===== src/rtl/mds_pkg.sv =====
// Package for the mouse delta scaler: widths, codes, reset values and the
// structs that travel between the pipeline stages.
// No dependencies; every other file imports it.
`default_nettype none

package mds_pkg;

  // Field widths of the channels and registers.
  localparam int MDS_CMD_W     = 2;
  localparam int MDS_POS_W     = 16;
  localparam int MDS_SIZE_W    = 11;
  localparam int MDS_SPEED_W   = 5;
  localparam int MDS_CFG_IDX_W = 2;
  localparam int MDS_CFG_DAT_W = 11;
  localparam int MDS_STATUS_W  = 8;
  localparam int MDS_OUT_W     = 8;

  // Datapath widths.
  // Delta is position minus centre: -1023..65535.
  localparam int MDS_DELTA_W = 18;
  // Delta times speed (up to 31): -31713..2031585, below 2^21, signed.
  localparam int MDS_PROD_W  = 24;
  // Magnitude of the product.
  localparam int MDS_MAG_W   = 21;
  // Divide by ten as a multiply by ceil(2^24 / 10), exact for magnitudes below 2^22.
  localparam int MDS_RECIP_SH     = 24;
  localparam int MDS_RECIP_W      = 21;
  localparam int MDS_RECIP_PROD_W = MDS_MAG_W + MDS_RECIP_W;
  localparam logic [MDS_RECIP_W-1:0] MDS_RECIP = MDS_RECIP_W'(1677722);
  // Unsigned quotient of the magnitude, and its signed form.
  localparam int MDS_QUO_W  = MDS_RECIP_PROD_W - MDS_RECIP_SH;
  localparam int MDS_SQUO_W = MDS_QUO_W + 1;
  // Remainder digit 0..9, and signed remainder -9..9.
  localparam int MDS_DIGIT_W = 4;
  localparam int MDS_REM_W   = 5;
  // Small sum of two remainders: -18..18.
  localparam int MDS_TSUM_W  = 6;
  // Quotient after the remainder correction.
  localparam int MDS_FQ_W    = MDS_SQUO_W + 1;

  // Status byte bit positions.
  localparam int MDS_ST_LEFT  = 0;
  localparam int MDS_ST_RIGHT = 1;
  localparam int MDS_ST_XP    = 4;
  localparam int MDS_ST_XN    = 5;
  localparam int MDS_ST_YP    = 6;
  localparam int MDS_ST_YN    = 7;

  // Reset values of the registers and of the pointer.
  localparam logic [MDS_SIZE_W-1:0]  MDS_WIDTH_RST  = MDS_SIZE_W'(768);
  localparam logic [MDS_SIZE_W-1:0]  MDS_HEIGHT_RST = MDS_SIZE_W'(512);
  localparam logic [MDS_SPEED_W-1:0] MDS_SPEED_RST  = MDS_SPEED_W'(10);
  localparam logic [MDS_POS_W-1:0]   MDS_PTR_X_RST  =
    MDS_POS_W'(MDS_WIDTH_RST[MDS_SIZE_W-1:1]);
  localparam logic [MDS_POS_W-1:0]   MDS_PTR_Y_RST  =
    MDS_POS_W'(MDS_HEIGHT_RST[MDS_SIZE_W-1:1]);

  // Input commands.
  typedef enum logic [MDS_CMD_W-1:0] {
    CMD_MOVE   = 2'd0,
    CMD_LEFT   = 2'd1,
    CMD_RIGHT  = 2'd2,
    CMD_SAMPLE = 2'd3
  } mds_cmd_t;

  // Configuration register indexes.
  typedef enum logic [MDS_CFG_IDX_W-1:0] {
    REG_CAPTURE = 2'd0,
    REG_WIDTH   = 2'd1,
    REG_HEIGHT  = 2'd2,
    REG_SPEED   = 2'd3
  } mds_reg_t;

  // Current configuration.
  typedef struct packed {
    logic                   capture;
    logic [MDS_SIZE_W-1:0]  width;
    logic [MDS_SIZE_W-1:0]  height;
    logic [MDS_SPEED_W-1:0] speed;
  } mds_cfg_t;

  // Stage 1: scaled deltas of one sample.
  typedef struct packed {
    logic                          capture;
    logic [1:0]                    buttons;
    logic signed [MDS_PROD_W-1:0]  prod_x;
    logic signed [MDS_PROD_W-1:0]  prod_y;
  } mds_s1_t;

  // Stage 2: one axis after the reciprocal multiply.
  typedef struct packed {
    logic                        neg;
    logic [MDS_MAG_W-1:0]        mag;
    logic [MDS_RECIP_PROD_W-1:0] recip;
  } mds_s2_axis_t;

  typedef struct packed {
    logic         capture;
    logic [1:0]   buttons;
    mds_s2_axis_t x;
    mds_s2_axis_t y;
  } mds_s2_t;

  // Stage 3: one axis as a signed quotient and remainder of the product.
  typedef struct packed {
    logic signed [MDS_SQUO_W-1:0] quo;
    logic signed [MDS_REM_W-1:0]  rem;
  } mds_s3_axis_t;

  typedef struct packed {
    logic         capture;
    logic [1:0]   buttons;
    mds_s3_axis_t x;
    mds_s3_axis_t y;
  } mds_s3_t;

  // Final result of one axis.
  typedef struct packed {
    logic signed [MDS_OUT_W-1:0] delta;
    logic                        ovf_pos;
    logic                        ovf_neg;
    logic signed [MDS_REM_W-1:0] rem;
  } mds_axis_res_t;

endpackage

`default_nettype wire


===== src/rtl/mds_cfg_if.sv =====
// Configuration write channel of the mouse delta scaler.
// Depends on mds_pkg.
`default_nettype none

interface mds_cfg_if import mds_pkg::*; ();
  logic                     valid;
  logic                     ready;
  logic [MDS_CFG_IDX_W-1:0] index;
  logic [MDS_CFG_DAT_W-1:0] data;

  modport source (output valid, index, data, input ready);
  modport sink   (input valid, index, data, output ready);
endinterface

`default_nettype wire


===== src/rtl/mds_cfg_regs.sv =====
// Configuration registers: capture enable, screen size and speed.
// Depends on mds_pkg and mds_cfg_if.
`default_nettype none

module mds_cfg_regs import mds_pkg::*; (
  input  logic      clk,
  input  logic      rst_n,
  mds_cfg_if.sink   cfg_ch,
  output mds_cfg_t  cfg
);

  mds_cfg_t cfg_r;

  // Writes are always taken.
  assign cfg_ch.ready = 1'b1;
  assign cfg          = cfg_r;

  // Register file, written on a configuration transfer.
  always_ff @(posedge clk) begin
    if (!rst_n) begin
      cfg_r.capture <= 1'b0;
      cfg_r.width   <= MDS_WIDTH_RST;
      cfg_r.height  <= MDS_HEIGHT_RST;
      cfg_r.speed   <= MDS_SPEED_RST;
    end else if (cfg_ch.valid && cfg_ch.ready) begin
      unique case (mds_reg_t'(cfg_ch.index))
        REG_CAPTURE: cfg_r.capture <= cfg_ch.data[0];
        REG_WIDTH:   cfg_r.width   <= cfg_ch.data[MDS_SIZE_W-1:0];
        REG_HEIGHT:  cfg_r.height  <= cfg_ch.data[MDS_SIZE_W-1:0];
        REG_SPEED:   cfg_r.speed   <= cfg_ch.data[MDS_SPEED_W-1:0];
        default:     cfg_r         <= cfg_r;
      endcase
    end
  end

endmodule

`default_nettype wire


===== src/flat_wrapper.sv =====
// flat-port wrapper written by rule: the top's interface ports become plain ports
module mds_cfg_regs_flat import mds_pkg::*;
  (clk, rst_n, cfg, cfg_ch_valid, cfg_ch_index, cfg_ch_data, cfg_ch_ready);
  mds_cfg_if cfg_ch_i ();
  input  logic clk;
  input  logic rst_n;
  output mds_cfg_t cfg;
  input wire logic [$bits(cfg_ch_i.valid)-1:0] cfg_ch_valid;
  input wire logic [$bits(cfg_ch_i.index)-1:0] cfg_ch_index;
  input wire logic [$bits(cfg_ch_i.data)-1:0] cfg_ch_data;
  output wire logic [$bits(cfg_ch_i.ready)-1:0] cfg_ch_ready;
  assign cfg_ch_i.valid = cfg_ch_valid;
  assign cfg_ch_i.index = cfg_ch_index;
  assign cfg_ch_i.data = cfg_ch_data;
  assign cfg_ch_ready = cfg_ch_i.ready;
  mds_cfg_regs u_core (.clk(clk), .rst_n(rst_n), .cfg_ch(cfg_ch_i), .cfg(cfg));
endmodule

===== config.mk =====
export PLATFORM = sky130hd
export DESIGN_NAME = mds_cfg_regs_flat
export DESIGN_NICKNAME = d
export VERILOG_FILES = /design/src/rtl/mds_pkg.sv /design/src/rtl/mds_cfg_if.sv /design/src/rtl/mds_cfg_regs.sv /design/src/flat_wrapper.sv
export SDC_FILE = /design/constraint.sdc
export NUM_CORES = 1
export LEC_CHECK = 0
export ABC_AREA = 1
export BUFFER_PORTS_ARGS = -buffer_cell sky130_fd_sc_hd__buf_2
export CORE_MARGIN = 2
export CORE_UTILIZATION = 26
export DETAILED_ROUTE_END_ITERATION = 10
export GPL_ROUTABILITY_DRIVEN = 0
export PLACE_DENSITY = 0.47
export SLEW_MARGIN = 5
export SYNTH_ARGS = -nofsm -noshare
export SYNTH_HDL_FRONTEND = slang
export SYNTH_SLANG_ARGS = --single-unit

===== constraint.sdc =====
create_clock -name clk -period 0.8 [get_ports clk]
set_input_delay 0.16 -clock clk [delete_from_list [all_inputs] [get_ports clk]]
set_output_delay 0.16 -clock clk [all_outputs]
set_load 0.1 [all_outputs]

# Word level (Yosys, flattened, before mapping)
# Index checks and enable logic that the tools add are counted.
# Widths: inputs -> output; s select.
[classes] add_sub_neg=0 multipliers=0 n_div=0 magnitude_cmp=0 n_eq_ne=3 n_shift=0 mux=0 bitwise_logic=0 reduce_logical=5
[op_table] cell="$reduce_and 2->1" n=4
[op_table] cell="$eq 2x2->1 const B" n=2
[op_table] cell="$eq 2x1->1 const B" n=1
[op_table] cell="$logic_not 2->1" n=1
[totals] regBits=28 latch_bits=0 ramBits=0 rom_bits=0 output_inout_bits=29 mem_count=0

# Logic depth before layout (Yosys ltp)
[depth] depth_word=2 ltp_mapped=6 mapped_depth_nobuf=5

# Worst setup path before layout
# OpenSTA, ideal clock, no wires.
[synth_timing] path_type="register to register" startpoint="reg, netlist name u_core.cfg[10]" endpoint="reg u_core.cfg_r (netlist bit u_core.cfg[10])" setup_ns=0.064 arrival_time_ns=1.206 required_ns=0.736 path_slack_ns=-0.469 path_stages_with_launch=5 path_cell_list="dfxtp_1 -> inv_1 -> nand2_1 -> nand2_1 -> nor2_1"
[synth_rtl] item="to (signal assigned)" line="mds_cfg_regs.sv:31" text="default: cfg_r <= cfg_r;"
[synth_rtl] item="to (decl)" line="mds_cfg_regs.sv:12" text="mds_cfg_t cfg_r;"

# Worst setup path after layout
[layout_timing] startpoint="reg u_core.cfg_r (netlist bit u_core.cfg[11])" endpoint="out cfg[11] (netlist bit)"
[layout_rtl] item="to (decl)" line="flat_wrapper.sv:7" text="output mds_cfg_t cfg;"
# No word-level cell between the ends.

==> results by group <==
Timing
  – Min cycle time layout: 970.9 ps
  – Final setup viols: 29
  – Period Utilization, post-route: 1.214
  – Setup ws final: -170.9 ps
  – RSZ-0062 raised after global routing: yes
  – Achievable Freq: between 1000 and 1500 MHz
  – Pins Over Slew Limit: 0
  – Final Skew: 0 ps
  – Hold Vio Cnt, Final: 0

Power
  – Net Sw Frac: 0.3594
  – PD cells: about 1600 mW/mm^2
  – Seq pwr share: 0.429
  – Lkg Pwr: about 0.0011 uW
  – Clock power frac: 0.214
  – NetSw: approximately 1300 uW
  – Worst-case vdd ir drop: 1.288 mV
  – P_int: 2245 uW
  – Comb power frac: 0.356

Floorplan
  – I/O pins: 45
  – Die Wd: about 70 um
  – Initial Utilization: 0.2698
  – Die height: between 70 and 80 um
  – # rows: 24
  – Core area: 0.004354 mm^2
  – Area of the die: between 0.005 and 0.006 mm^2

Clocking
  – CTS tree: yes
  – CTS root buffer: clkbuf_8
  – H-tree levels: 1
  – Hold buffer count at CTS: 0
  – Worst-Skew Late Latency: about 270 ps
  – Clock-pin slew on the worst setup and hold paths: around 90 ps
  – CTS Buf Count: 3
  – Clock Path Buffers: 2
  – CTS Sinks: 28

Global routing
  – Tot GR Track Use: 0.1180
  – First-pass GRT wire length: 4836 um
  – Largest net degree at the start of global routing: 29
  – Initial antenna violation count: 0
  – Vias in the first global route: about 1100
  – GRT Residual Overflow: 0

Finish
  – Final core occ: 0.5112
  – Max FFs per register: 28
  – Nets: approximately 260
  – Ant diodes: 0
  – Share of layout cells above drive strength 1: 0.5224
  – Synth-to-layout area growth: 89.46%

Synthesis
  – Yosys warnings: 0
  – Gate Count Post-Synth: ~180
  – Mapped Nets: roughly 190
  – Flops & latches, synth: 28
  – Syn Area/Cell: between 6 and 7 um^2
  – Synthesized area: 0.001175 mm^2
  – Register area share after synthesis: 0.4771
  – Synth cell types: 12

Setup path
  – Crit path launch: u_core.cfg[11]
  – Setup CP Type: register to primary output
  – CP endpoint kind: primary output
  – Buf+Inv Stages, Crit Path: 1
  – Crit-path max cell delay: roughly 380 ps
  – Req. time, crit path: around 640 ps
  – Critical path's top delay family: flip-flops
  – Critical path cell sequence: buf_12
  – CP arrival: around 810 ps
  – Setup crit start kind: register
  – CP max FO: 2
  – Reg-to-Reg Start: u_core.cfg[6]
  – Slowest CP cell: dfxtp_4

Drt
  – DRT iter0 DRCs: 53
  – ANT nets after route: 0
  – Final WL: slightly below 3000 um
  – Via count: between 1000 and 1500
  – Drt wl/cell: 9.700 um
  – Via/cell ratio: around 4.0
  – Drt pass-1 iters: 4
  – DR DRC count: 0

Placed design
  – Dpl ws: -113.1 ps
  – Post-DP HPWL: around 2100 um
  – IO Port Bufs: 43

Hold path
  – Hold path start: cfg_ch_data[9]
  – Worst min-delay path class: input port to register

Outcome
  – Violated checks: negative setup slack
  – Run status: complete, but fails checks

Job
  – Max-Cap Viols: 0
synthesized netlist by cell type:
master / number / share of area
buf_4: 5 / 0.032
dfxtp_1: 28 / 0.48
conb_1: 1 / 0.0032
buf_6: 1 / 0.0096
a21oi_1: 1 / 0.0043
nand3_2: 2 / 0.017
inv_1: 26 / 0.083
buf_2: 3 / 0.013
nand3_1: 7 / 0.030
nand4_1: 1 / 0.0053
nand2_1: 55 / 0.18
nor2_1: 47 / 0.15
power groups by stage:
| stage | sequential [uW] | clock, uW | combinational, uW |
|---|---|---|---|
| final | 1500 | 752 | 1250 |
| after global routing | 1520 | 869 | 1310 |
| after CTS | 1510 | 799 | 1240 |
| after detailed placement | 1550 | 0 | 1160 |
| after global placement | 1550 | 0 | 1150 |
| after floorplan | 2040 | 0 | 217 |
final cells by class:
| type | count | area [um^2] |
|---|---|---|
| Inverter | 26 | 97.59 |
| Tap cell | 52 | 65.06 |
| Clock inverter | 1 | 3.754 |
| Fill cell | 405 | 2128 |
| Clock buffer | 3 | 41.29 |
| Sequential cell | 28 | 665.6 |
| Timing Repair Buffer | 73 | 897.1 |
| Multi-Input combinational cell | 114 | 455.4 |
metrics by stage:
step                cells  TNS, ps  area (um^2)  total power, uW  hold slack [ps]
floorplan             177   -11.78         1280             2256            272.5
global placement      271    -1799         2002             2704            388.8
detailed placement    271    -1974         2002             2708            389.7
CTS                   295    -4939         2197             3548            101.4
global route          297    -5749         2226             3695            115.7
finish                297    -4610         2226             3505            105.3
metal layers:
layer,up-vias,track usage,share of wire,wire (um)
met2,23,0.2078,0.51,1474
met5,-,0,0,0
met4,0,0.03145,0.012,34
met3,2,0.03235,0.041,119
li1,645,-,-,-
met1,527,0.1415,0.43,1253
cells in the final DEF (no fill, tap or decap), drive strengths merged:
| master | netlist | final |
|---|---|---|
| conb | 1 | 1 |
| nand3 | 9 | 9 |
| a21oi | 1 | 1 |
| clkbuf | 0 | 3 |
| buf | 9 | 73 |
| nand2 | 55 | 55 |
| clkinv | 0 | 1 |
| nand4 | 1 | 1 |
| dfxtp | 28 | 28 |
| inv | 26 | 26 |
| nor2 | 47 | 47 |
kinds of logic (layout without fill, tap and decap cells):
group | after synthesis | in the layout | synth area share
AOI/OAI and AO/OA | 1 | 1 | 0.004256
buffers and inverters | 35 | 103 | 0.1374
DFF | 28 | 28 | 0.4771
other | 1 | 1 | 0.003192
and+or+nand+nor | 112 | 112 | 0.3781
repair_timing:
| action | in CTS | in global routing |
|---|---|---|
| endpoints found under the setup margin | 28 | 31 |
| pin swaps | 0 | 3 |
| resized for setup | 0 | 4 |
| setup buffers | 20 | 3 |
path summary, 6_finish.rpt:
check | to | slack, ps | depth (start not counted)
setup / recovery | cfg[11] | -170 | 1
hold / removal | u_core.cfg[25] | 110 | 3
setup reg to reg | u_core.cfg[6] | -60 | 6
hold reg to reg | u_core.cfg[14] | 490 | 2
Note: power is estimated with default switching activity, not from simulation.
