<file path="config.mk">
export PLATFORM = sky130hd
export DESIGN_NAME = mds_accum_flat
export DESIGN_NICKNAME = d
export VERILOG_FILES = /design/src/rtl/mds_pkg.sv /design/src/rtl/mds_out_if.sv /design/src/rtl/mds_accum.sv /design/src/flat_wrapper.sv
export SDC_FILE = /design/constraint.sdc
export NUM_CORES = 1
export LEC_CHECK = 0
export BUFFER_PORTS_ARGS = -buffer_cell sky130_fd_sc_hd__buf_2
export CORE_MARGIN = 4
export CORE_UTILIZATION = 30
export DETAILED_ROUTE_END_ITERATION = 10
export PLACE_DENSITY = 0.46
export SLEW_MARGIN = 40
export SYNTH_ARGS = -nofsm -noshare
export SYNTH_HDL_FRONTEND = slang
export SYNTH_SLANG_ARGS = --single-unit
</file>
<file path="constraint.sdc">
create_clock -name clk -period 12.05 [get_ports clk]
set_clock_uncertainty 0.05 [all_clocks]
set_input_delay 1.205 -clock clk [delete_from_list [all_inputs] [get_ports clk]]
set_output_delay 1.205 -clock clk [all_outputs]
set_load 0.02 [all_outputs]
</file>
<file path="src/rtl/mds_pkg.sv">
// Package for the mouse delta scaler: widths, codes, reset values and the
// structs that travel between the pipeline stages.
// No dependencies; every other file imports it.
`default_nettype none

package mds_pkg;

  // Field widths of the channels and registers.
  localparam int MDS_CMD_W     = 2;
  localparam int MDS_POS_W     = 16;
  localparam int MDS_SIZE_W    = 11;
  localparam int MDS_SPEED_W   = 5;
  localparam int MDS_CFG_IDX_W = 2;
  localparam int MDS_CFG_DAT_W = 11;
  localparam int MDS_STATUS_W  = 8;
  localparam int MDS_OUT_W     = 8;

  // Datapath widths.
  // Delta is position minus centre: -1023..65535.
  localparam int MDS_DELTA_W = 18;
  // Delta times speed (up to 31): -31713..2031585, below 2^21, signed.
  localparam int MDS_PROD_W  = 24;
  // Magnitude of the product.
  localparam int MDS_MAG_W   = 21;
  // Divide by ten as a multiply by ceil(2^24 / 10), exact for magnitudes below 2^22.
  localparam int MDS_RECIP_SH     = 24;
  localparam int MDS_RECIP_W      = 21;
  localparam int MDS_RECIP_PROD_W = MDS_MAG_W + MDS_RECIP_W;
  localparam logic [MDS_RECIP_W-1:0] MDS_RECIP = MDS_RECIP_W'(1677722);
  // Unsigned quotient of the magnitude, and its signed form.
  localparam int MDS_QUO_W  = MDS_RECIP_PROD_W - MDS_RECIP_SH;
  localparam int MDS_SQUO_W = MDS_QUO_W + 1;
  // Remainder digit 0..9, and signed remainder -9..9.
  localparam int MDS_DIGIT_W = 4;
  localparam int MDS_REM_W   = 5;
  // Small sum of two remainders: -18..18.
  localparam int MDS_TSUM_W  = 6;
  // Quotient after the remainder correction.
  localparam int MDS_FQ_W    = MDS_SQUO_W + 1;

  // Status byte bit positions.
  localparam int MDS_ST_LEFT  = 0;
  localparam int MDS_ST_RIGHT = 1;
  localparam int MDS_ST_XP    = 4;
  localparam int MDS_ST_XN    = 5;
  localparam int MDS_ST_YP    = 6;
  localparam int MDS_ST_YN    = 7;

  // Reset values of the registers and of the pointer.
  localparam logic [MDS_SIZE_W-1:0]  MDS_WIDTH_RST  = MDS_SIZE_W'(768);
  localparam logic [MDS_SIZE_W-1:0]  MDS_HEIGHT_RST = MDS_SIZE_W'(512);
  localparam logic [MDS_SPEED_W-1:0] MDS_SPEED_RST  = MDS_SPEED_W'(10);
  localparam logic [MDS_POS_W-1:0]   MDS_PTR_X_RST  =
    MDS_POS_W'(MDS_WIDTH_RST[MDS_SIZE_W-1:1]);
  localparam logic [MDS_POS_W-1:0]   MDS_PTR_Y_RST  =
    MDS_POS_W'(MDS_HEIGHT_RST[MDS_SIZE_W-1:1]);

  // Input commands.
  typedef enum logic [MDS_CMD_W-1:0] {
    CMD_MOVE   = 2'd0,
    CMD_LEFT   = 2'd1,
    CMD_RIGHT  = 2'd2,
    CMD_SAMPLE = 2'd3
  } mds_cmd_t;

  // Configuration register indexes.
  typedef enum logic [MDS_CFG_IDX_W-1:0] {
    REG_CAPTURE = 2'd0,
    REG_WIDTH   = 2'd1,
    REG_HEIGHT  = 2'd2,
    REG_SPEED   = 2'd3
  } mds_reg_t;

  // Current configuration.
  typedef struct packed {
    logic                   capture;
    logic [MDS_SIZE_W-1:0]  width;
    logic [MDS_SIZE_W-1:0]  height;
    logic [MDS_SPEED_W-1:0] speed;
  } mds_cfg_t;

  // Stage 1: scaled deltas of one sample.
  typedef struct packed {
    logic                          capture;
    logic [1:0]                    buttons;
    logic signed [MDS_PROD_W-1:0]  prod_x;
    logic signed [MDS_PROD_W-1:0]  prod_y;
  } mds_s1_t;

  // Stage 2: one axis after the reciprocal multiply.
  typedef struct packed {
    logic                        neg;
    logic [MDS_MAG_W-1:0]        mag;
    logic [MDS_RECIP_PROD_W-1:0] recip;
  } mds_s2_axis_t;

  typedef struct packed {
    logic         capture;
    logic [1:0]   buttons;
    mds_s2_axis_t x;
    mds_s2_axis_t y;
  } mds_s2_t;

  // Stage 3: one axis as a signed quotient and remainder of the product.
  typedef struct packed {
    logic signed [MDS_SQUO_W-1:0] quo;
    logic signed [MDS_REM_W-1:0]  rem;
  } mds_s3_axis_t;

  typedef struct packed {
    logic         capture;
    logic [1:0]   buttons;
    mds_s3_axis_t x;
    mds_s3_axis_t y;
  } mds_s3_t;

  // Final result of one axis.
  typedef struct packed {
    logic signed [MDS_OUT_W-1:0] delta;
    logic                        ovf_pos;
    logic                        ovf_neg;
    logic signed [MDS_REM_W-1:0] rem;
  } mds_axis_res_t;

endpackage

`default_nettype wire

</file>
<file path="src/rtl/mds_out_if.sv">
// Result channel of the mouse delta scaler: one report per sample request.
// Depends on mds_pkg.
`default_nettype none

interface mds_out_if import mds_pkg::*; ();
  logic                        valid;
  logic                        ready;
  logic [MDS_STATUS_W-1:0]     status;
  logic signed [MDS_OUT_W-1:0] delta_x;
  logic signed [MDS_OUT_W-1:0] delta_y;

  modport source (output valid, status, delta_x, delta_y, input ready);
  modport sink   (input valid, status, delta_x, delta_y, output ready);
endinterface

`default_nettype wire

</file>
<file path="src/rtl/mds_accum.sv">
// Last stage: adds the kept remainders, corrects the quotient, clamps, and
// holds the report in the output register. Depends on mds_pkg and mds_out_if.
`default_nettype none

module mds_accum import mds_pkg::*; (
  input  logic      clk,
  input  logic      rst_n,
  input  logic      s3_vld,
  input  mds_s3_t   s3,
  output logic      s4_en,
  mds_out_if.source out_ch
);

  logic                        out_vld_r;
  logic [MDS_STATUS_W-1:0]     status_r;
  logic signed [MDS_OUT_W-1:0] dx_r;
  logic signed [MDS_OUT_W-1:0] dy_r;
  logic signed [MDS_REM_W-1:0] rem_x_r;
  logic signed [MDS_REM_W-1:0] rem_y_r;
  mds_axis_res_t               res_x;
  mds_axis_res_t               res_y;
  logic [MDS_STATUS_W-1:0]     status_nxt;
  logic                        live;

  // One axis: quotient of (remainder + product) / 10, truncated, then clamped.
  function automatic mds_axis_res_t f_axis(mds_s3_axis_t a,
                                           logic signed [MDS_REM_W-1:0] rem);
    mds_axis_res_t r;
    logic signed [MDS_TSUM_W-1:0] t;
    logic signed [MDS_TSUM_W-1:0] u;
    logic signed [MDS_TSUM_W-1:0] rr;
    logic signed [MDS_FQ_W-1:0]   c;
    logic signed [MDS_FQ_W-1:0]   f;
    logic signed [MDS_FQ_W-1:0]   q;
    t = $signed(MDS_TSUM_W'(a.rem)) + $signed(MDS_TSUM_W'(rem));
    // Floor split of the small sum into a carry and a digit 0..9.
    if (t < -MDS_TSUM_W'(10)) begin
      c = -MDS_FQ_W'(2);
      u = t + MDS_TSUM_W'(20);
    end else if (t < MDS_TSUM_W'(0)) begin
      c = -MDS_FQ_W'(1);
      u = t + MDS_TSUM_W'(10);
    end else if (t >= MDS_TSUM_W'(10)) begin
      c = MDS_FQ_W'(1);
      u = t - MDS_TSUM_W'(10);
    end else begin
      c = MDS_FQ_W'(0);
      u = t;
    end
    f = $signed(MDS_FQ_W'(a.quo)) + c;
    // Floor to truncation: a negative sum with a nonzero digit rounds up.
    if (f < MDS_FQ_W'(0) && u != MDS_TSUM_W'(0)) begin
      q  = f + MDS_FQ_W'(1);
      rr = u - MDS_TSUM_W'(10);
    end else begin
      q  = f;
      rr = u;
    end
    r.rem = rr[MDS_REM_W-1:0];
    // Saturate to the report range.
    if (q > MDS_FQ_W'(127)) begin
      r.delta   = MDS_OUT_W'(127);
      r.ovf_pos = 1'b1;
      r.ovf_neg = 1'b0;
    end else if (q < -MDS_FQ_W'(128)) begin
      r.delta   = MDS_OUT_W'(-128);
      r.ovf_pos = 1'b0;
      r.ovf_neg = 1'b1;
    end else begin
      r.delta   = q[MDS_OUT_W-1:0];
      r.ovf_pos = 1'b0;
      r.ovf_neg = 1'b0;
    end
    return r;
  endfunction

  // The output register loads when it is empty or its report is taken.
  assign s4_en = !out_vld_r || out_ch.ready;
  assign live  = s3_vld && s3.capture;

  always_comb begin
    res_x = f_axis(s3.x, rem_x_r);
    res_y = f_axis(s3.y, rem_y_r);
    status_nxt                = '0;
    status_nxt[MDS_ST_LEFT]   = s3.buttons[MDS_ST_LEFT];
    status_nxt[MDS_ST_RIGHT]  = s3.buttons[MDS_ST_RIGHT];
    status_nxt[MDS_ST_XP]     = res_x.ovf_pos;
    status_nxt[MDS_ST_XN]     = res_x.ovf_neg;
    status_nxt[MDS_ST_YP]     = res_y.ovf_pos;
    status_nxt[MDS_ST_YN]     = res_y.ovf_neg;
  end

  // Remainders carried from one live sample to the next.
  always_ff @(posedge clk) begin
    if (!rst_n) begin
      rem_x_r   <= '0;
      rem_y_r   <= '0;
      out_vld_r <= 1'b0;
    end else if (s4_en) begin
      out_vld_r <= s3_vld;
      if (live) begin
        rem_x_r <= res_x.rem;
        rem_y_r <= res_y.rem;
      end
    end
  end

  // Report payload; a sample with capture off reports zeros.
  always_ff @(posedge clk) begin
    if (s4_en && s3_vld) begin
      if (s3.capture) begin
        status_r <= status_nxt;
        dx_r     <= res_x.delta;
        dy_r     <= res_y.delta;
      end else begin
        status_r <= '0;
        dx_r     <= '0;
        dy_r     <= '0;
      end
    end
  end

  assign out_ch.valid   = out_vld_r;
  assign out_ch.status  = status_r;
  assign out_ch.delta_x = dx_r;
  assign out_ch.delta_y = dy_r;

  // The kept remainders stay within one digit of zero.
  a_rem_range: assert property (@(posedge clk) disable iff (!rst_n)
    (rem_x_r >= -MDS_REM_W'(9)) && (rem_x_r <= MDS_REM_W'(9)) &&
    (rem_y_r >= -MDS_REM_W'(9)) && (rem_y_r <= MDS_REM_W'(9)))
    else $error("remainder out of range");

  // A report never flags overflow in both directions on one axis.
  a_ovf_excl: assert property (@(posedge clk) disable iff (!rst_n)
    out_vld_r |-> !(status_r[MDS_ST_XP] && status_r[MDS_ST_XN]) &&
                  !(status_r[MDS_ST_YP] && status_r[MDS_ST_YN]))
    else $error("overflow flagged both ways");

  // A positive x overflow flag goes with a delta_x saturated to 127.
  a_ovf_sat: assert property (@(posedge clk) disable iff (!rst_n)
    (out_vld_r && status_r[MDS_ST_XP]) |-> (dx_r == MDS_OUT_W'(127)))
    else $error("x overflow without saturation");

  // While the report waits, the remainders do not move.
  a_rem_hold: assert property (@(posedge clk) disable iff (!rst_n)
    !s4_en |=> $stable(rem_x_r) && $stable(rem_y_r))
    else $error("remainder changed during stall");

endmodule

`default_nettype wire

</file>
<file path="src/flat_wrapper.sv">
// flat-port wrapper written by rule: the top's interface ports become plain ports
module mds_accum_flat import mds_pkg::*;
  (clk, rst_n, s3_vld, s3, s4_en, out_ch_valid, out_ch_status, out_ch_delta_x, out_ch_delta_y, out_ch_ready);
  mds_out_if out_ch_i ();
  input  logic clk;
  input  logic rst_n;
  input  logic s3_vld;
  input  mds_s3_t s3;
  output logic s4_en;
  output wire logic [$bits(out_ch_i.valid)-1:0] out_ch_valid;
  output wire logic [$bits(out_ch_i.status)-1:0] out_ch_status;
  output wire logic [$bits(out_ch_i.delta_x)-1:0] out_ch_delta_x;
  output wire logic [$bits(out_ch_i.delta_y)-1:0] out_ch_delta_y;
  input wire logic [$bits(out_ch_i.ready)-1:0] out_ch_ready;
  assign out_ch_valid = out_ch_i.valid;
  assign out_ch_status = out_ch_i.status;
  assign out_ch_delta_x = out_ch_i.delta_x;
  assign out_ch_delta_y = out_ch_i.delta_y;
  assign out_ch_i.ready = out_ch_ready;
  mds_accum u_core (.clk(clk), .rst_n(rst_n), .s3_vld(s3_vld), .s3(s3), .s4_en(s4_en), .out_ch(out_ch_i));
endmodule
</file>
Word-level counts from Yosys, hierarchy flattened
Index checks and enable logic that the tools add are counted.

$add $sub $neg: 14. $lt $le $gt $ge: 12. Muxes and demuxes: 20. Bitwise logic cells: 1. Reductions and logical operators: 11.

Operator list (count): $mux 20 (6); $add 19x20->20 (2); $add 20x2->20 const B (2); $gt 20x8->1 const B (2); $lt 20x1->1 const B (2); $lt 20x8->1 const B (2); $mux 6 (6); $mux 10 (2); $mux 9 (2); $add 5x5->6 (2); $add 6x5->6 const B (2); $add 6x6->6 const B (2); $ge 6x5->1 const B (2); $lt 6x1->1 const B (2); $lt 6x5->1 const B (2); $reduce_bool 6->1 (2); $sub 6x5->6 const B (2); $mux 5 (2); $sub 5x5->5 const B (2); $logic_and 1x1->1 (4); $reduce_or 2->1 (2); $mux 1 (2); $reduce_and 2->1 (1); $logic_not 1->1 (1); 2 further kinds (2).

Register bits after elaboration: 35. Output and inout bits: 26.

Longest topological paths before layout
Depth in word-level cells: 12. Mapped depth: 25.

Worst setup path after synthesis
OpenSTA, ideal clock, no wires.

Kind: input port to flip-flop. Start: input port s3[24] (netlist bit). End: register u_core.dx_r[2] (netlist: u_core.out_ch.delta_x[2]) (data pin). Library setup time: 0.274 ns. Arrival time: 6.750 ns. Path slack: 4.976 ns. Cell stages on the path: 22. Path buffers: 0. Path through: ha_1 -> inv_1 -> fa_1 -> xnor2_1 -> inv_1 -> ha_1 -> a21oi_1 -> o211ai_4 -> mux2_2 -> ha_1 -> fa_1 -> a21o_1 -> a221o_2 -> a31oi_1 -> o21ai_2 -> xor2_1 -> nand4_1 -> a2111oi_4 -> xnor2_1 -> o21ai_0 -> o31ai_4 -> o41ai_2.

Longest elaborated chain between the ends: 12.

RTL lines: start: declaration (line flat_wrapper.sv:8) `input mds_s3_t s3;`; $add 5x5->6 (*) (line mds_accum.sv:35) `t = $signed(MDS_TSUM_W'(a.rem)) + $signed(MDS_TSUM_W'(rem));`; $ge 6x5->1 (line mds_accum.sv:43) `end else if (t >= MDS_TSUM_W'(10)) begin`; $mux 1 (line mds_accum.sv:43); $mux 20 (line mds_accum.sv:40) `end else if (t < MDS_TSUM_W'(0)) begin`; $mux 20 (line mds_accum.sv:37) `if (t < -MDS_TSUM_W'(10)) begin`; $add 19x20->20 (line mds_accum.sv:50) `f = $signed(MDS_FQ_W'(a.quo)) + c;`; $lt 20x1->1 (line mds_accum.sv:52) `if (f < MDS_FQ_W'(0) && u != MDS_TSUM_W'(0)) begin`; $logic_and 1x1->1 (line mds_accum.sv:52); $mux 20 (*) (line mds_accum.sv:52); $lt 20x8->1 (line mds_accum.sv:65) `end else if (q < -MDS_FQ_W'(128)) begin`; $mux 10 (line mds_accum.sv:65); $mux 9 (*) (line mds_accum.sv:61) `if (q > MDS_FQ_W'(127)) begin`; end signal: assignment (line mds_accum.sv:113) `dx_r <= res_x.delta;`; end: declaration (line mds_accum.sv:16) `logic signed [MDS_OUT_W-1:0] dx_r;`.

Mark *: on every way between the ends. The rest lies on a longest branch, timed or not. A chain may end at the register's enable or synchronous reset.

Final worst setup path
Start: input port s3[24] (netlist bit). End: register u_core.dx_r[3] (netlist: u_core.out_ch.delta_x[3]) (data pin).

The elaborated chain is that of the path after synthesis.

==> summary.md <==
| Metric | Value |
|---|---|
| Switching share of total power | 0.562 |
| Critical Path RT | roughly 12 ns |
| Std-Cell Rows | 52 |
| Synthesis warning total | 0 |
| GRT Overall Usage | 0.146 |
| Post-Place Cells | 1134 |
| Leakage | roughly 2.8 nW |
| Initial antenna violation count | 0 |
| Cell taking the most area after synthesis | ha_1 |
| HP Class | flop to flop |
| Sequential area share after synthesis | 0.139 |
| Clock Tree Buf Depth | 2 |
| Final setup vio count | 0 |
| Via count | ~6300 |
| Commonest register cell after synthesis | edfxtp_1 |
| Comb pwr share | 0.842 |
| Die Span Y | around 150 µm |
| Peak Freq | 125 MHz |
| CTS H-tree lvls | 2 |
| Max_slew headroom | 0.478 |
| CORE AREA | 20600 µm² |
| Number of enable flip-flop cells after synthesis | 22 |
| Multi-input logic area | between 5000 and 6000 µm² |
| Tmin final | about 8.0 ns |
| Postcts setup bufs | 0 |
| Initial drt markers | about 320 |
| Final HPWL DP | ~15000 µm |
| GRT overflow | 0 |
| Metal2 WL | roughly 7300 µm |
| DRT Wirelength | ~18000 µm |
| Int Power | a little over 800 µW |
| Critical Path Start Type | input port |
| Layout fillers | 2228 |
| Max Used Layer | met4 |
| P&R area growth vs syn | 12.2% |
| Setup TNS | 0 ns |
| Crit Path Class | input port to flop |
| Via/cell ratio | 5.55 |
| Final worst-path cycle share | 0.663 |
| Vias in the first global route | 5728 |
| WL met1 | a little over 10000 µm |
| Switch Pwr | about 1.1 mW |
| Met3 WL | 792 µm |
| Max cap viols | 0 |
| Syn_area_per_cell | between 7 and 8 µm² |
| CTS Buf Count | 5 |
| Full die area | 23600 µm² |
| RSZ-0062 raised after global routing | false |
| First-pass GRT wire length | between 20000 and 30000 µm |
| Layout cells sized above 1 | 0.153 |
| Final Non-Filler Cells | between 1000 and 1500 |
| HP Start | u_core.rem_x_r[0] |
| RR Startpoint | u_core.rem_x_r[0] |
| Mapped Cells | around 800 |
| Slew Viols, Final | 0 |
| Worst R2R Path Depth | 22 |
| Placer congestion estimate | ~0.86 |
| Sink Count | 33 |
| Residual DRC | 0 |
| CTS tree | built |
| Worst slew pin tran | 0.772 ns |
| Reg area | roughly 880 µm² |
| # IOs | 81 |
| Post-route ant nets | 0 |
| Commonest cells post-synth | a21oi_1 (71), ha_1 (64), nand2_1 (60) |
| Ant. Diodes | 0 |
| P per Cell Area | 265 nW/µm² |
| Peak supply drop | approximately 68 µV |
| Drt pass-1 iters | 6 |
| Status | complete, no violations |
| Flop pwr share | 0.093 |
| Clk slew on worst S/H paths | roughly 0.050 ns |
| Seq cells post-synth | 33 |
| Post-CTS resize count | 0 |
| CP Launch Point | s3[24] |
| Avg WL per Cell | around 16 µm |
| Synth area leaders | ha_1 (13%), edfxtp_1 (10%), xnor2_1 (5.6%), a21oi_1 (5.6%), xor2_1 (3.7%) |
| FFs w/ async S/R, synth | 0 |
| RR Endpoint | u_core.out_ch.delta_x[3] |
| Clock power share | 0.065 |
| Hold_buf cts | 0 |
| Synthesized cell area | 6360 µm² |
| Initial Util | 0.309 |
| Largest net degree at the start of global routing | 24 |
| Max FO, Critical Path | 8 |
| Root Driver | clkbuf_16 |
| NumNets Final | just under 1000 |
| Post-synth top area share | 0.126 |
| CP Capture Type | flop |
| Unique masters post-synth | 91 |
| Die X | about 150 µm |
| R2r setup slk | 4.74 ns |
| Crit path DAT | ~8.0 ns |
| Worst hold endpoint | u_core.rem_x_r[0] |
| Final Hold Vio Count | 0 |
| Hold Crit Depth | 2 |
| Clk Latency, worst-skew pair | ~0.27 ns |
| Buffers on Ports | 78 |
| Count leader, synth | a21oi_1 |
-- layout by cell type (no fill, tap or decap), types with 20 or more instances in the layout --
cell and count:
nand2_1 60, ha_1 64, inv_1 28, xnor2_1 41, xor2_1 27, nand3_1 26, a21oi_1 71, nor2_1 58
nand4_1 20, o21ai_0 33, edfxtp_1 22, buf_2 78
-- flip-flops by register name, summed over array words and instances (netlist names) --
name                   cells
u_core.rem_y_r             5
u_core.rem_x_r             5
u_core.out_ch.delta_y      8
u_core.out_ch.status       6
u_core.out_ch.valid        1
u_core.out_ch.delta_x      8
-- layer usage --
metal  track usage  vias to the layer above
met5             0                        -
met4        0.0156                        0
met3        0.0233                        8
met2         0.208                      139
met1         0.236                     2909
li1              -                     3278
-- critical path, stage by stage --
cell and delay, ns:
buf_2 0.08, ha_1 0.15, inv_1 0.05, fa_1 0.38
xnor2_1 0.55, inv_1 0.25, ha_1 0.25, a21oi_1 0.45
o211ai_4 0.17, mux2_2 0.34, ha_1 0.25, fa_1 0.41
a21o_1 0.22, a221o_2 0.42, a31oi_1 0.31, o21ai_2 0.11
xor2_1 0.45, nand4_1 0.33, a2111oi_0 0.62, nand2_1 0.13
xnor2_1 0.34, a31oi_4 0.20, o31ai_1 0.32
-- kinds of logic after synthesis --
group,Yosys count,synth area share
buf+inv,58,0.0421
xor+xnor,68,0.0937
flops,33,0.139
compound gates,287,0.334
fa+ha+maj,68,0.139
mux,6,0.00965
simple gates,288,0.243
other cells,1,0.000590
-- metrics by stage --
stage | hold slack (ns) | worst slack (ns) | utilization | power (mW) | instance area (µm²)
global placement | 0.402 | 3.75 | 0.339 | 1.77 | 6980
finish | 0.408 | 4.06 | 0.347 | 1.89 | 7130
detailed placement | 0.404 | 3.87 | 0.340 | 1.75 | 6980
global route | 0.434 | 3.53 | 0.347 | 2.09 | 7130
CTS | 0.412 | 4.16 | 0.346 | 1.88 | 7120
floorplan | 0.386 | 4.98 | - | 1.41 | 6360
-- power by group through the flow --
stage	Sequential [mW]	Clock [mW]	Combinational (mW)
5_1_grt	0.179	0.131	1.78
3_3_place_gp	0.179	0	1.59
3_5_place_dp	0.178	0	1.57
4_1_cts	0.177	0.126	1.58
6_report	0.176	0.122	1.59
2_1_floorplan	0.195	0	1.22
-- worst max-delay path by stage --
stage / to
5_1_grt: u_core.out_ch.delta_x[3]
3_3_place_gp: u_core.out_ch.delta_x[3]
2_1_floorplan: u_core.out_ch.delta_x[2]
6_report: u_core.out_ch.delta_x[3]
4_1_cts: u_core.out_ch.delta_x[3]
3_5_place_dp: u_core.out_ch.delta_x[3]
-- area by class of cell --
cell class                      count  share of cell area
Multi-Input combinational cell    719               0.733
Inverter                           30              0.0175
Timing Repair Buffer               82              0.0589
Clock inverter                      3             0.00228
Sequential cell                    33               0.123
Tap cell                          270              0.0474
Clock buffer                        5              0.0175
(Power assumes the default switching activity.)
