[config.mk]
export PLATFORM = sky130hd
export DESIGN_NAME = mds_div10
export DESIGN_NICKNAME = d
export VERILOG_FILES = /design/src/rtl/mds_pkg.sv /design/src/rtl/mds_div10.sv
export SDC_FILE = /design/constraint.sdc
export NUM_CORES = 1
export LEC_CHECK = 0
export ABC_AREA = 1
export BUFFER_PORTS_ARGS = -buffer_cell sky130_fd_sc_hd__buf_2
export CORE_ASPECT_RATIO = 1.5
export CORE_MARGIN = 8
export CORE_UTILIZATION = 45
export DETAILED_ROUTE_END_ITERATION = 6
export SLEW_MARGIN = 40
export SYNTH_ARGS = -nofsm -noshare
export SYNTH_HDL_FRONTEND = slang
export SYNTH_SLANG_ARGS = --single-unit
[constraint.sdc]
create_clock -name clk -period 7.32 [get_ports clk]
set_input_delay 0.366 -clock clk [delete_from_list [all_inputs] [get_ports clk]]
set_output_delay 0.366 -clock clk [all_outputs]
set_load 0.02 [all_outputs]
[src/rtl/mds_pkg.sv]
// Package for the mouse delta scaler: widths, codes, reset values and the
// structs that travel between the pipeline stages.
// No dependencies; every other file imports it.
`default_nettype none

package mds_pkg;

  // Field widths of the channels and registers.
  localparam int MDS_CMD_W     = 2;
  localparam int MDS_POS_W     = 16;
  localparam int MDS_SIZE_W    = 11;
  localparam int MDS_SPEED_W   = 5;
  localparam int MDS_CFG_IDX_W = 2;
  localparam int MDS_CFG_DAT_W = 11;
  localparam int MDS_STATUS_W  = 8;
  localparam int MDS_OUT_W     = 8;

  // Datapath widths.
  // Delta is position minus centre: -1023..65535.
  localparam int MDS_DELTA_W = 18;
  // Delta times speed (up to 31): -31713..2031585, below 2^21, signed.
  localparam int MDS_PROD_W  = 24;
  // Magnitude of the product.
  localparam int MDS_MAG_W   = 21;
  // Divide by ten as a multiply by ceil(2^24 / 10), exact for magnitudes below 2^22.
  localparam int MDS_RECIP_SH     = 24;
  localparam int MDS_RECIP_W      = 21;
  localparam int MDS_RECIP_PROD_W = MDS_MAG_W + MDS_RECIP_W;
  localparam logic [MDS_RECIP_W-1:0] MDS_RECIP = MDS_RECIP_W'(1677722);
  // Unsigned quotient of the magnitude, and its signed form.
  localparam int MDS_QUO_W  = MDS_RECIP_PROD_W - MDS_RECIP_SH;
  localparam int MDS_SQUO_W = MDS_QUO_W + 1;
  // Remainder digit 0..9, and signed remainder -9..9.
  localparam int MDS_DIGIT_W = 4;
  localparam int MDS_REM_W   = 5;
  // Small sum of two remainders: -18..18.
  localparam int MDS_TSUM_W  = 6;
  // Quotient after the remainder correction.
  localparam int MDS_FQ_W    = MDS_SQUO_W + 1;

  // Status byte bit positions.
  localparam int MDS_ST_LEFT  = 0;
  localparam int MDS_ST_RIGHT = 1;
  localparam int MDS_ST_XP    = 4;
  localparam int MDS_ST_XN    = 5;
  localparam int MDS_ST_YP    = 6;
  localparam int MDS_ST_YN    = 7;

  // Reset values of the registers and of the pointer.
  localparam logic [MDS_SIZE_W-1:0]  MDS_WIDTH_RST  = MDS_SIZE_W'(768);
  localparam logic [MDS_SIZE_W-1:0]  MDS_HEIGHT_RST = MDS_SIZE_W'(512);
  localparam logic [MDS_SPEED_W-1:0] MDS_SPEED_RST  = MDS_SPEED_W'(10);
  localparam logic [MDS_POS_W-1:0]   MDS_PTR_X_RST  =
    MDS_POS_W'(MDS_WIDTH_RST[MDS_SIZE_W-1:1]);
  localparam logic [MDS_POS_W-1:0]   MDS_PTR_Y_RST  =
    MDS_POS_W'(MDS_HEIGHT_RST[MDS_SIZE_W-1:1]);

  // Input commands.
  typedef enum logic [MDS_CMD_W-1:0] {
    CMD_MOVE   = 2'd0,
    CMD_LEFT   = 2'd1,
    CMD_RIGHT  = 2'd2,
    CMD_SAMPLE = 2'd3
  } mds_cmd_t;

  // Configuration register indexes.
  typedef enum logic [MDS_CFG_IDX_W-1:0] {
    REG_CAPTURE = 2'd0,
    REG_WIDTH   = 2'd1,
    REG_HEIGHT  = 2'd2,
    REG_SPEED   = 2'd3
  } mds_reg_t;

  // Current configuration.
  typedef struct packed {
    logic                   capture;
    logic [MDS_SIZE_W-1:0]  width;
    logic [MDS_SIZE_W-1:0]  height;
    logic [MDS_SPEED_W-1:0] speed;
  } mds_cfg_t;

  // Stage 1: scaled deltas of one sample.
  typedef struct packed {
    logic                          capture;
    logic [1:0]                    buttons;
    logic signed [MDS_PROD_W-1:0]  prod_x;
    logic signed [MDS_PROD_W-1:0]  prod_y;
  } mds_s1_t;

  // Stage 2: one axis after the reciprocal multiply.
  typedef struct packed {
    logic                        neg;
    logic [MDS_MAG_W-1:0]        mag;
    logic [MDS_RECIP_PROD_W-1:0] recip;
  } mds_s2_axis_t;

  typedef struct packed {
    logic         capture;
    logic [1:0]   buttons;
    mds_s2_axis_t x;
    mds_s2_axis_t y;
  } mds_s2_t;

  // Stage 3: one axis as a signed quotient and remainder of the product.
  typedef struct packed {
    logic signed [MDS_SQUO_W-1:0] quo;
    logic signed [MDS_REM_W-1:0]  rem;
  } mds_s3_axis_t;

  typedef struct packed {
    logic         capture;
    logic [1:0]   buttons;
    mds_s3_axis_t x;
    mds_s3_axis_t y;
  } mds_s3_t;

  // Final result of one axis.
  typedef struct packed {
    logic signed [MDS_OUT_W-1:0] delta;
    logic                        ovf_pos;
    logic                        ovf_neg;
    logic signed [MDS_REM_W-1:0] rem;
  } mds_axis_res_t;

endpackage

`default_nettype wire

[src/rtl/mds_div10.sv]
// Divide-by-ten stages: a reciprocal multiply, then the signed quotient and
// remainder of each scaled delta. Depends on mds_pkg.
`default_nettype none

module mds_div10 import mds_pkg::*; (
  input  logic    clk,
  input  logic    rst_n,
  input  logic    s1_vld,
  input  mds_s1_t s1,
  input  logic    s4_en,
  output logic    s2_en,
  output logic    s3_vld,
  output mds_s3_t s3
);

  logic    s2_vld_r;
  logic    s3_vld_r;
  mds_s2_t s2_r;
  mds_s2_t s2_nxt;
  mds_s3_t s3_r;
  mds_s3_t s3_nxt;
  logic    s3_en;

  // Magnitude and reciprocal product of one axis.
  function automatic mds_s2_axis_t f_recip(logic signed [MDS_PROD_W-1:0] p);
    mds_s2_axis_t a;
    logic [MDS_PROD_W-1:0] m;
    m       = p[MDS_PROD_W-1] ? MDS_PROD_W'(-p) : MDS_PROD_W'(p);
    a.neg   = p[MDS_PROD_W-1];
    a.mag   = m[MDS_MAG_W-1:0];
    a.recip = MDS_RECIP_PROD_W'(a.mag) * MDS_RECIP_PROD_W'(MDS_RECIP);
    return a;
  endfunction

  // Truncating quotient and remainder, with the sign put back.
  function automatic mds_s3_axis_t f_quo(mds_s2_axis_t a);
    mds_s3_axis_t r;
    logic [MDS_QUO_W-1:0]   q;
    logic [MDS_MAG_W-1:0]   ten_q;
    logic [MDS_MAG_W-1:0]   diff;
    logic [MDS_DIGIT_W-1:0] d;
    q     = a.recip[MDS_RECIP_PROD_W-1:MDS_RECIP_SH];
    ten_q = MDS_MAG_W'({q, 3'b000}) + MDS_MAG_W'({q, 1'b0});
    diff  = a.mag - ten_q;
    d     = diff[MDS_DIGIT_W-1:0];
    r.quo = a.neg ? -$signed(MDS_SQUO_W'(q)) : $signed(MDS_SQUO_W'(q));
    r.rem = a.neg ? -$signed(MDS_REM_W'(d)) : $signed(MDS_REM_W'(d));
    return r;
  endfunction

  // Handshake between stages.
  assign s3_en = !s3_vld_r || s4_en;
  assign s2_en = !s2_vld_r || s3_en;

  always_comb begin
    s2_nxt.capture = s1.capture;
    s2_nxt.buttons = s1.buttons;
    s2_nxt.x       = f_recip(s1.prod_x);
    s2_nxt.y       = f_recip(s1.prod_y);
    s3_nxt.capture = s2_r.capture;
    s3_nxt.buttons = s2_r.buttons;
    s3_nxt.x       = f_quo(s2_r.x);
    s3_nxt.y       = f_quo(s2_r.y);
  end

  // Valid bits of stages 2 and 3.
  always_ff @(posedge clk) begin
    if (!rst_n) begin
      s2_vld_r <= 1'b0;
      s3_vld_r <= 1'b0;
    end else begin
      if (s2_en) begin
        s2_vld_r <= s1_vld;
      end
      if (s3_en) begin
        s3_vld_r <= s2_vld_r;
      end
    end
  end

  // Payload registers.
  always_ff @(posedge clk) begin
    if (s2_en) begin
      s2_r <= s2_nxt;
    end
    if (s3_en) begin
      s3_r <= s3_nxt;
    end
  end

  assign s3_vld = s3_vld_r;
  assign s3     = s3_r;

endmodule

`default_nettype wire

==> Word level (Yosys, flattened, before mapping) <==
Cells that the tools add are included.
{ "word_totals": {"out_inout_bits": 53, "elab_cells": 42, "in_bits": 55, "ff_bits": 148} }
{ "classes": {"n_reduce_logical": 4, "multipliers": 2, "addsub": 10, "muxes": 6} }
{ "ops": {"columns": ["operator", "n"], "rows": [
  ["21-bit by 20-bit multiplier with 41-bit output, second input constant", 2],
  ["21-bit two-way mux", 2],
  ["21-bit negator", 2],
  ["18-bit negator with 19-bit output", 2],
  ["18-bit two-way mux", 2],
  ["4-bit negator with 5-bit output", 2],
  ["4-bit adder", 2],
  ["4-bit two-way mux", 2],
  ["4-bit subtractor", 2],
  ["1-bit logical NOT", 2],
  ["1-bit logical OR", 2]
]} }

==> Logic depth before layout (Yosys ltp) <==
Gate-level depths: netlist of the first run.
{ "depth": {"word_depth": 4, "mapped_depth": 35, "depth_no_buf": 35} }

==> Worst setup path before layout of the first run <==
OpenSTA, ideal clock, no wires.
{ "synth_path": {"kind": "input port to flip-flop", "from": "in s1[1] in the netlist's numbering", "to": "reg s2_r[34] in the netlist's numbering, data pin", "required_ns": 7.068, "path_slack_ns": 0.980, "arrival_ns": 6.087, "path_buffers": 0, "setup_ns": 0.252, "path_stages": 30, "cell_sequence": "inv_1 ha_1 nand4_1 nor2_1 nand4_1 nor3_1 nor2_1 xor2_1 inv_1 ha_1 fa_1 ha_1 inv_1 fa_1 inv_1 fa_1 fa_1 inv_1 fa_1 inv_1 ha_1 nand2_1 nor2_1 inv_1 nor3_1 nand3_1 o21ai_0 nand2_1 nand3_1 nand2_1"} }
{ "synth_rtl": {"columns": ["element", "line", "source"], "rows": [
  ["from (decl)", "mds_div10.sv:9", "input mds_s1_t s1,"],
  ["to (signal assigned)", "mds_div10.sv:84", "s2_r <= s2_nxt;"],
  ["to (decl)", "mds_div10.sv:18", "mds_s2_t s2_r;"]
]} }

==> results.yml, run 1 <==
status:
  run_status: "finished, final reports clean"
clock_network:
  holdBufCountCts: 0
  numCtsBuffers: 9
  path_clk_slew_ns: 0.07
  clockRootBuffer: "clkbuf_16"
  clock_sinks: 102
  cts_tree: "built"
  clockBufferDepth: 2
  cts_max_level: 3
  clk_latency_ns: 0.35
global_routing:
  first_global_vias: 19616
  grt_use_total_pct: 23.8
  grt_antenna_before_repair: 0
  grt_pass1_wl_mm: 103
  grt.overflow.total: 0
  grt_max_degree: 53
logic_synthesis:
  synth_fa_ha_area_share_pct: 49.1
  synth_cell_types: 48
  yosysSeqAreaShare_pct: 13.7
  synth-simple-area-share_pct: 12.8
  yosys.area.top_type_share_pct: 24.8
  syn_nets: 3325
  ys_warn_count: 0
  synth_mux_area_share_pct: 0
  ys_ff_latch: 102
  synthXorXnorAreaFrac_pct: 6.32
  synth_area_leader_cell: "fa_1"
  postSynthCellCount: 2564
  synth_compound_area_share_pct: 6.83
  yosys-top-cells-area: "fa_1, ha_1, edfxtp_1"
  synth_top_family_by_area: "adder cells"
  synthesis.area_um2: 22200
  syn_avg_cell_area_um2: 8.65
setup_path:
  r2r_end: "s3[21]"
  required_ns: 7.42
  endpoint: "s2_r[89]"
  cp_max_fo: 4
  r2r_cells: 10
  cp.arrival_ns: 6.91
  reg2reg_setup_slack_ns: 5.14
  critPathKind: "in2reg"
  timing.rr.start: "s2_r[24]"
  start_kind: "primary input"
  crit_path_start: "s1[24]"
  cp-end-kind: "flip-flop"
place:
  gp_congestion: 0.973
  dpl.hpwl_mm: 60.2
  portBuffers: 103
  dp_cells: 3414
timing:
  rsz0062_at_grt: "no"
  hold_slack_ns: 0.202
  slew_headroom_pct: 40.2
  period_minus_slack_ns: 6.81
  slew_violations: 0
  worst_pin_slew_ns: 0.891
  fin_skew_ns: 0.0119
  setup_viol: 0
  post-route-period-util_pct: 93.0
  fmax_mhz: 147
  hold_viol: 0
  tns_ns: 0
die:
  die_h_um: 288
  start_util_pct: 45.6
  design.die.area_um2: 56800
  rows: 99
  io_pins: 108
  coreArea_um2: 48700
  dieWidth_um: 197
route:
  vias: 17332
  drc: 0
  wl_mm: 65.5
  drtIter0Drc: 601
  routed_via_density: 5.05
  dr.pass1.iters: 7
  wl_per_cell_um: 19.1
  ant_nets: 0
final_layout:
  layout-drive-gt1-share_pct: 9.12
  stdcell_count: 3429
  area_delta_synth_final_pct: 10.5
  fin_nets: 3530
  antennaDiodeCount: 0
flow_run:
  cap_violations: 0
hold_path:
  hold_class: "in2reg"
  worstHoldStart: "s1[48]"
[synth_stat cells, drive strengths merged]
library cell	instances
o21a	6
clkbuf	4
and2	3
a211oi	1
nor4	8
and3	2
nand4	17
clkinv	1
or2	5
inv	654
xnor3	1
o22ai	3
a31oi	15
dfxtp	2
a21boi	6
o21bai	17
buf	4
nand3	75
o21ai	84
ha	431
nor2	190
a21o	22
o31ai	3
nand2	364
a31o	2
nor3	17
a21oi	99
nand3b	2
edfxtp	100
xor2	121
fa	275
xnor2	30
[cells by family after synthesis]
logic type	Yosys count
AO/OA/AOI/OAI	258
XOR/XNOR	152
flip-flops	102
AND/OR/NAND/NOR	683
adder cells (fa/ha/maj)	706
buffers and inverters	663
[routing by layer]
metal,vias to the layer above,share of wire (%),track usage [%]
met5,-,0,0
met2,386,57,48.6
li1,8457,-,-
met1,8267,31,19.8
met4,0,11,21.0
met3,222,2.0,1.64
[per-stage QoR]
| step | utilization (%) | area (µm²) | setup slack [ns] |
|---|---|---|---|
| 2_1_floorplan | - | 22200 | 0.980 |
| 3_3_place_gp | 49.8 | 24200 | 0.158 |
| 3_5_place_dp | 49.8 | 24200 | 0.0336 |
| 4_1_cts | 50.3 | 24500 | 0.405 |
| 5_1_grt | 50.4 | 24500 | 0.0402 |
| 6_report | 50.4 | 24500 | 0.511 |
[layout make-up]
cell class / count / area (µm²)
Fill cell: 4738 / 24200
Multi-Input combinational cell: 1799 / 16700
Sequential cell: 102 / 3040
Inverter: 655 / 2460
Timing Repair Buffer: 202 / 1260
Tap cell: 656 / 821
Clock buffer: 10 / 229
Clock inverter: 5 / 35.0
[worst max-delay path: stages]
cell      delay (ns)
buf_2           0.13
inv_1           0.06
ha_1            0.20
nand4_1         0.20
nor2_2          0.27
nand4_1         0.16
o21ai_1         0.27
xor2_2          0.29
ha_1            0.33
fa_1            0.49
ha_1            0.36
inv_1           0.08
fa_1            0.50
inv_1           0.05
fa_1            0.47
fa_1            0.55
inv_1           0.06
fa_1            0.54
inv_1           0.04
ha_1            0.33
a21oi_1         0.20
o21ai_0         0.16
a21boi_0        0.28
nand2_1         0.12
a21oi_1         0.17
xnor2_1         0.09
buf_4           0.14
[cells in the final DEF, fill, tap and decap left out, types with 8 or more instances in the layout]
master and count:
buf_2 103, nor2_1 186, inv_1 651, edfxtp_1 100
o21ai_0 78, nor4_1 8, o21bai_1 16, a31oi_1 15
a21oi_1 99, nand2_1 358, nor3_1 15, nand3_1 73
xnor2_1 29, nand4_1 17, buf_4 99, clkbuf_16 9
fa_1 275, ha_1 431, a21o_1 22, xor2_1 114
[registers in the layout (all words and copies together) (netlist names)]
signal / count
s2_vld_r: 1
s2_r: 49
s3_vld: 1
s3: 51
[worst min-delay path by stage]
| stage | slack [ns] | cells after the start | to |
|---|---|---|---|
| floorplan | 0.40 | 0 | s3[48] |
| global route | 0.19 | 1 | s2_r[129] |
| CTS | 0.19 | 1 | s2_r[128] |
| detailed placement | 0.41 | 0 | s3[48] |
| global placement | 0.40 | 0 | s3[49] |
| finish | 0.20 | 1 | s2_r[128] |
[repair_timing]
| item | 4_1_cts | 5_1_grt |
|---|---|---|
| resized for setup | 0 | 2 |
| hold endpoints to repair | 0 | 0 |
| buffers inserted | 0 | 0 |
| setup endpoints to repair | 0 | 3 |
Power of run 1 is not shown: default switching activity piles up to over one toggle a cycle in this logic, so the estimate is an artifact.
==> run 2, diff against run 1 <==
--- a/config.mk
+++ b/config.mk
@@ -8,9 +8,10 @@
 export ABC_AREA = 1
 export BUFFER_PORTS_ARGS = -buffer_cell sky130_fd_sc_hd__buf_2
 export CORE_ASPECT_RATIO = 1.5
-export CORE_MARGIN = 8
+export CORE_MARGIN = 2
 export CORE_UTILIZATION = 45
 export DETAILED_ROUTE_END_ITERATION = 6
+export PLACE_DENSITY = 0.68
 export SLEW_MARGIN = 40
 export SYNTH_ARGS = -nofsm -noshare
 export SYNTH_HDL_FRONTEND = slang
==> run 2 against run 1 <==
Net effect:
- worst setup slack worse by 0.033 ns
- sequential share of layout area decreased by 0.059 points
- via count is 1.2% higher
- sequential cell count did not move
- critical path depth is 3 higher
- hold slack lost 0.028 ns
- routed wire length down 2.8%
- critical endpoint is now s2_r[39]
- highest routed layer unchanged
==> results.yml, run 2 (synthesis results as in run 1) <==
route:
  dr.pass1.iters: 7
  drc: 0
  routed_via_density: 5.10
  wl_mm: 63.6
  wl_per_cell_um: 18.5
  ant_nets: 0
  vias: 17545
  drtIter0Drc: 729
global_routing:
  grt_max_degree: 53
  grt.overflow.total: 0
  grt_pass1_wl_mm: 99.1
  first_global_vias: 19470
  grt_use_total_pct: 25.9
  grt_antenna_before_repair: 0
final_layout:
  final_cell_mix: "inv_1, ha_1, nand2_1, fa_1, nor2_1"
  final_common_cell: "inv_1"
  fin_area_um2: 24600
  largest_register_ffs: 51
  fillers: 4680
  fin_nets: 3543
  antennaDiodeCount: 0
  layout-drive-gt1-share_pct: 9.54
  fin_util_pct: 50.6
  area_delta_synth_final_pct: 11.1
setup_path:
  cp-end-kind: "flip-flop"
  crit_path_start: "s1[1]"
  critical_path.slowest_cell: "ha_1"
  r2r_end: "s3[21]"
  reg2reg_setup_slack_ns: 5.17
  path_common_cell: "inv_1"
  cp.arrival_ns: 6.94
  r2r_cells: 10
  cp_max_fo: 7
  start_kind: "primary input"
  critPathKind: "in2reg"
  crit_buf_inv: 7
  crit_cells: 30
  required_ns: 7.42
  slowest_delay_ns: 0.52
  timing.rr.start: "s2_r[24]"
  critPathTopFamily: "adder cells"
clock_network:
  clk_latency_ns: 0.36
  clock_sinks: 102
  cts_max_level: 3
  clockRootBuffer: "clkbuf_16"
  path_clk_slew_ns: 0.07
  clockBufferDepth: 2
  holdBufCountCts: 0
  numCtsBuffers: 9
  cts_tree: "built"
  postCtsSetupRepairBufs: 0
  cts_resized: 0
hold_path:
  hold_class: "in2reg"
  worstHoldStart: "s1[48]"
  hold_depth: 1
  hold_path_end: "s2_r[128]"
die:
  start_util_pct: 45.6
  dieWidth_um: 185
  io_pins: 108
  die_h_um: 276
  rows: 99
  coreArea_um2: 48700
  design.die.area_um2: 51100
place:
  dpl.hpwl_mm: 57.7
  portBuffers: 103
  placed_cell_area_um2: 24300
  gp_congestion: 1.00
timing:
  tns_ns: 0
  hold_slack_ns: 0.174
  slew_headroom_pct: 45.3
  post-route-period-util_pct: 93.5
  rsz0062_at_grt: "no"
  slew_violations: 0
  period_minus_slack_ns: 6.84
  fin_skew_ns: 0.00746
  hold_viol: 0
  setup_viol: 0
  worst_pin_slew_ns: 0.812
  fmax_mhz: 146
flow_run:
  cap_violations: 0
status:
  run_status: "finished, final reports clean"
run 2: cell count changes in the layout (fill, tap and decap cells not counted), sizes merged:
cell	change
buf	+13
clkinv	+2
clkbuf	-1
clkinvlp	-1
inv	+1
run 2: how the worst max path moves through the flow:
| stage | slack (ns) | endpoint |
|---|---|---|
| floorplan | 0.98 | s2_r[34] |
| detailed placement | 0.19 | s2_r[39] |
| global route | 0.06 | s2_r[39] |
| finish | 0.48 | s2_r[39] |
| CTS | 0.57 | s2_r[39] |
| global placement | 0.23 | s2_r[39] |
run 2: area by class of cell:
type,count,area [µm²],area share [%]
well taps,656,821,3.33
repair buffers,215,1360,5.51
multi-input cells,1799,16700,67.6
flip-flops and latches,102,3040,12.4
clock inverters,7,73.8,0.300
inverters,655,2460,9.98
clock buffers,9,225,0.914
run 2: stage by stage:
stage                     instances  worst slack [ns]
after CTS                      3443             0.570
after floorplan                2564             0.980
after detailed placement       3427             0.191
after global placement         3427             0.225
final                          3443             0.479
after global routing           3443            0.0569
run 2: routing by layer:
metal / GRT usage (%) / part of all wire [%] / vias to the layer above
met1: 22.3 / 32 / 8356
met5: 0 / 0 / -
met4: 24.6 / 11 / 0
met3: 2.51 / 2.4 / 287
met2: 50.9 / 55 / 424
li1: - / - / 8478
Power of run 2 is left out for the same reason.
==> run 3, diff against run 2 <==
--- a/config.mk
+++ b/config.mk
@@ -6,7 +6,7 @@
 export NUM_CORES = 1
 export LEC_CHECK = 0
 export ABC_AREA = 1
-export BUFFER_PORTS_ARGS = -buffer_cell sky130_fd_sc_hd__buf_2
+export BUFFER_PORTS_ARGS = -buffer_cell sky130_fd_sc_hd__buf_4
 export CORE_ASPECT_RATIO = 1.5
 export CORE_MARGIN = 2
 export CORE_UTILIZATION = 45
==> constraint.sdc (replaced) <==
create_clock -name clk -period 6.9 [get_ports clk]
set_input_delay 0.345 -clock clk [delete_from_list [all_inputs] [get_ports clk]]
set_output_delay 0.345 -clock clk [all_outputs]
set_load 0.02 [all_outputs]
==> run 3 against run 2 <==
Net effect:
- critical path depth shrank 1
- worst setup slack lost 0.28 ns
- first-iteration DRC count shrank 8.0%
- register-to-register slack lost 0.51 ns
- critical path type unchanged
- highest routed layer unchanged
==> results.yml, run 3 (synthesis results as in run 1) <==
die:
  die_h_um: 276
  coreArea_um2: 48700
  dieWidth_um: 185
  design.die.area_um2: 51100
  start_util_pct: 45.6
  io_pins: 108
  rows: 99
route:
  ant_nets: 0
  vias: 18217
  drtIter0Drc: 671
  routed_via_density: 5.07
  wl_mm: 67.9
  wl_per_cell_um: 18.9
  dr.pass1.iters: 5
  drc: 0
timing:
  period_minus_slack_ns: 6.70
  fmax_mhz: 149
  worst_pin_slew_ns: 0.858
  fin_skew_ns: 0.0183
  slew_headroom_pct: 42.6
  setup_viol: 0
  slew_violations: 0
  rsz0062_at_grt: "yes"
  hold_viol: 0
  tns_ns: 0
  post-route-period-util_pct: 97.1
final_layout:
  final_cell_mix: "inv_1, ha_1, buf_4, nand2_1, fa_1"
  area_delta_synth_final_pct: 17.7
  layout-drive-gt1-share_pct: 14.5
  final_common_cell: "inv_1"
  largest_register_ffs: 51
  multi_input_area_um2: 16700
  fillers: 4521
  fin_nets: 3691
  antennaDiodeCount: 0
  seqCellArea_um2: 3040
  fin_area_um2: 26100
global_routing:
  grt_antenna_before_repair: 0
  grt_max_degree: 53
  grt_use_total_pct: 27.4
  grt_pass1_wl_mm: 104
  grt.overflow.total: 0
  first_global_vias: 20294
setup_path:
  critPathKind: "in2reg"
  required_ns: 7.06
  cp-end-kind: "flip-flop"
  cp.arrival_ns: 6.86
  path_common_cell: "inv_1"
  start_kind: "primary input"
  slowest_delay_ns: 0.55
  critPathTopFamily: "adder cells"
  critical_path.slowest_cell: "o21ai_0"
  crit_buf_inv: 10
  cp_max_fo: 6
flow_run:
  cap_violations: 0
clock_network:
  cts_tree: "built"
  numCtsBuffers: 9
  clockBufferDepth: 2
  clockRootBuffer: "clkbuf_16"
  clk_latency_ns: 0.38
  cts_max_level: 3
  clock_sinks: 102
  path_clk_slew_ns: 0.08
place:
  dpl.hpwl_mm: 62.2
  placed_cell_area_um2: 25700
  gp_congestion: 0.984
  portBuffers: 103
hold_path:
  hold_class: "in2reg"
status:
  run_status: "finished, final reports clean"
[run 3: what timing repair did]
action	in CTS	in global routing
resized for setup	0	18
buffers inserted	0	2
endpoints found under the setup margin	0	19
hold buffers	0	0
[run 3: worst paths after layout]
kind             start   endpoint  slack [ns]  depth (start not counted)
min             s1[50]  s2_r[130]        0.15                          1
min reg2reg  s2_r[128]     s3[48]        0.43                          0
max reg2reg   s2_r[88]     s3[45]        4.66                         10
max             s1[24]   s2_r[98]        0.20                         29
[run 3: final cells by class]
| class | instances | share of cell area (%) |
|---|---|---|
| clock inverters | 7 | 0.331 |
| flip-flops and latches | 102 | 11.7 |
| well taps | 656 | 3.15 |
| clock buffers | 9 | 0.863 |
| multi-input cells | 1799 | 64.1 |
| repair buffers | 363 | 10.5 |
| inverters | 655 | 9.42 |
[run 3: per-layer routing]
metal / vias to the layer above / global-route usage, % / routed length (µm)
met3: 262 / 2.14 / 1370
met4: 0 / 26.4 / 7840
met5: - / 0 / 0
met2: 444 / 55.9 / 38300
li1: 8771 / - / -
met1: 8740 / 22.1 / 20400
[run 3: per-stage QoR]
| stage | hold slack, ns | instances | utilization, % | setup slack, ns |
|---|---|---|---|---|
| finish | 0.151 | 3591 | 53.6 | 0.198 |
| global route | 0.140 | 3591 | 53.6 | -0.0810 |
| CTS | 0.137 | 3589 | 53.4 | 0.115 |
| detailed placement | 0.412 | 3573 | 52.8 | -0.279 |
| global placement | 0.409 | 3573 | 52.8 | -0.263 |
| floorplan | 0.400 | 2564 | - | 0.581 |
[run 3: worst register-to-register path, cell delays in order (launching register included)]
cell and delay, ns:
edfxtp_1 0.53, inv_1 0.13, ha_1 0.18, nand3_1 0.11, nor3_1 0.33, nand2_1 0.09
nand2_1 0.10, nand2_1 0.11, nor2_1 0.18, o21a_1 0.18, xor2_1 0.07
Power of run 3 is left out for the same reason.
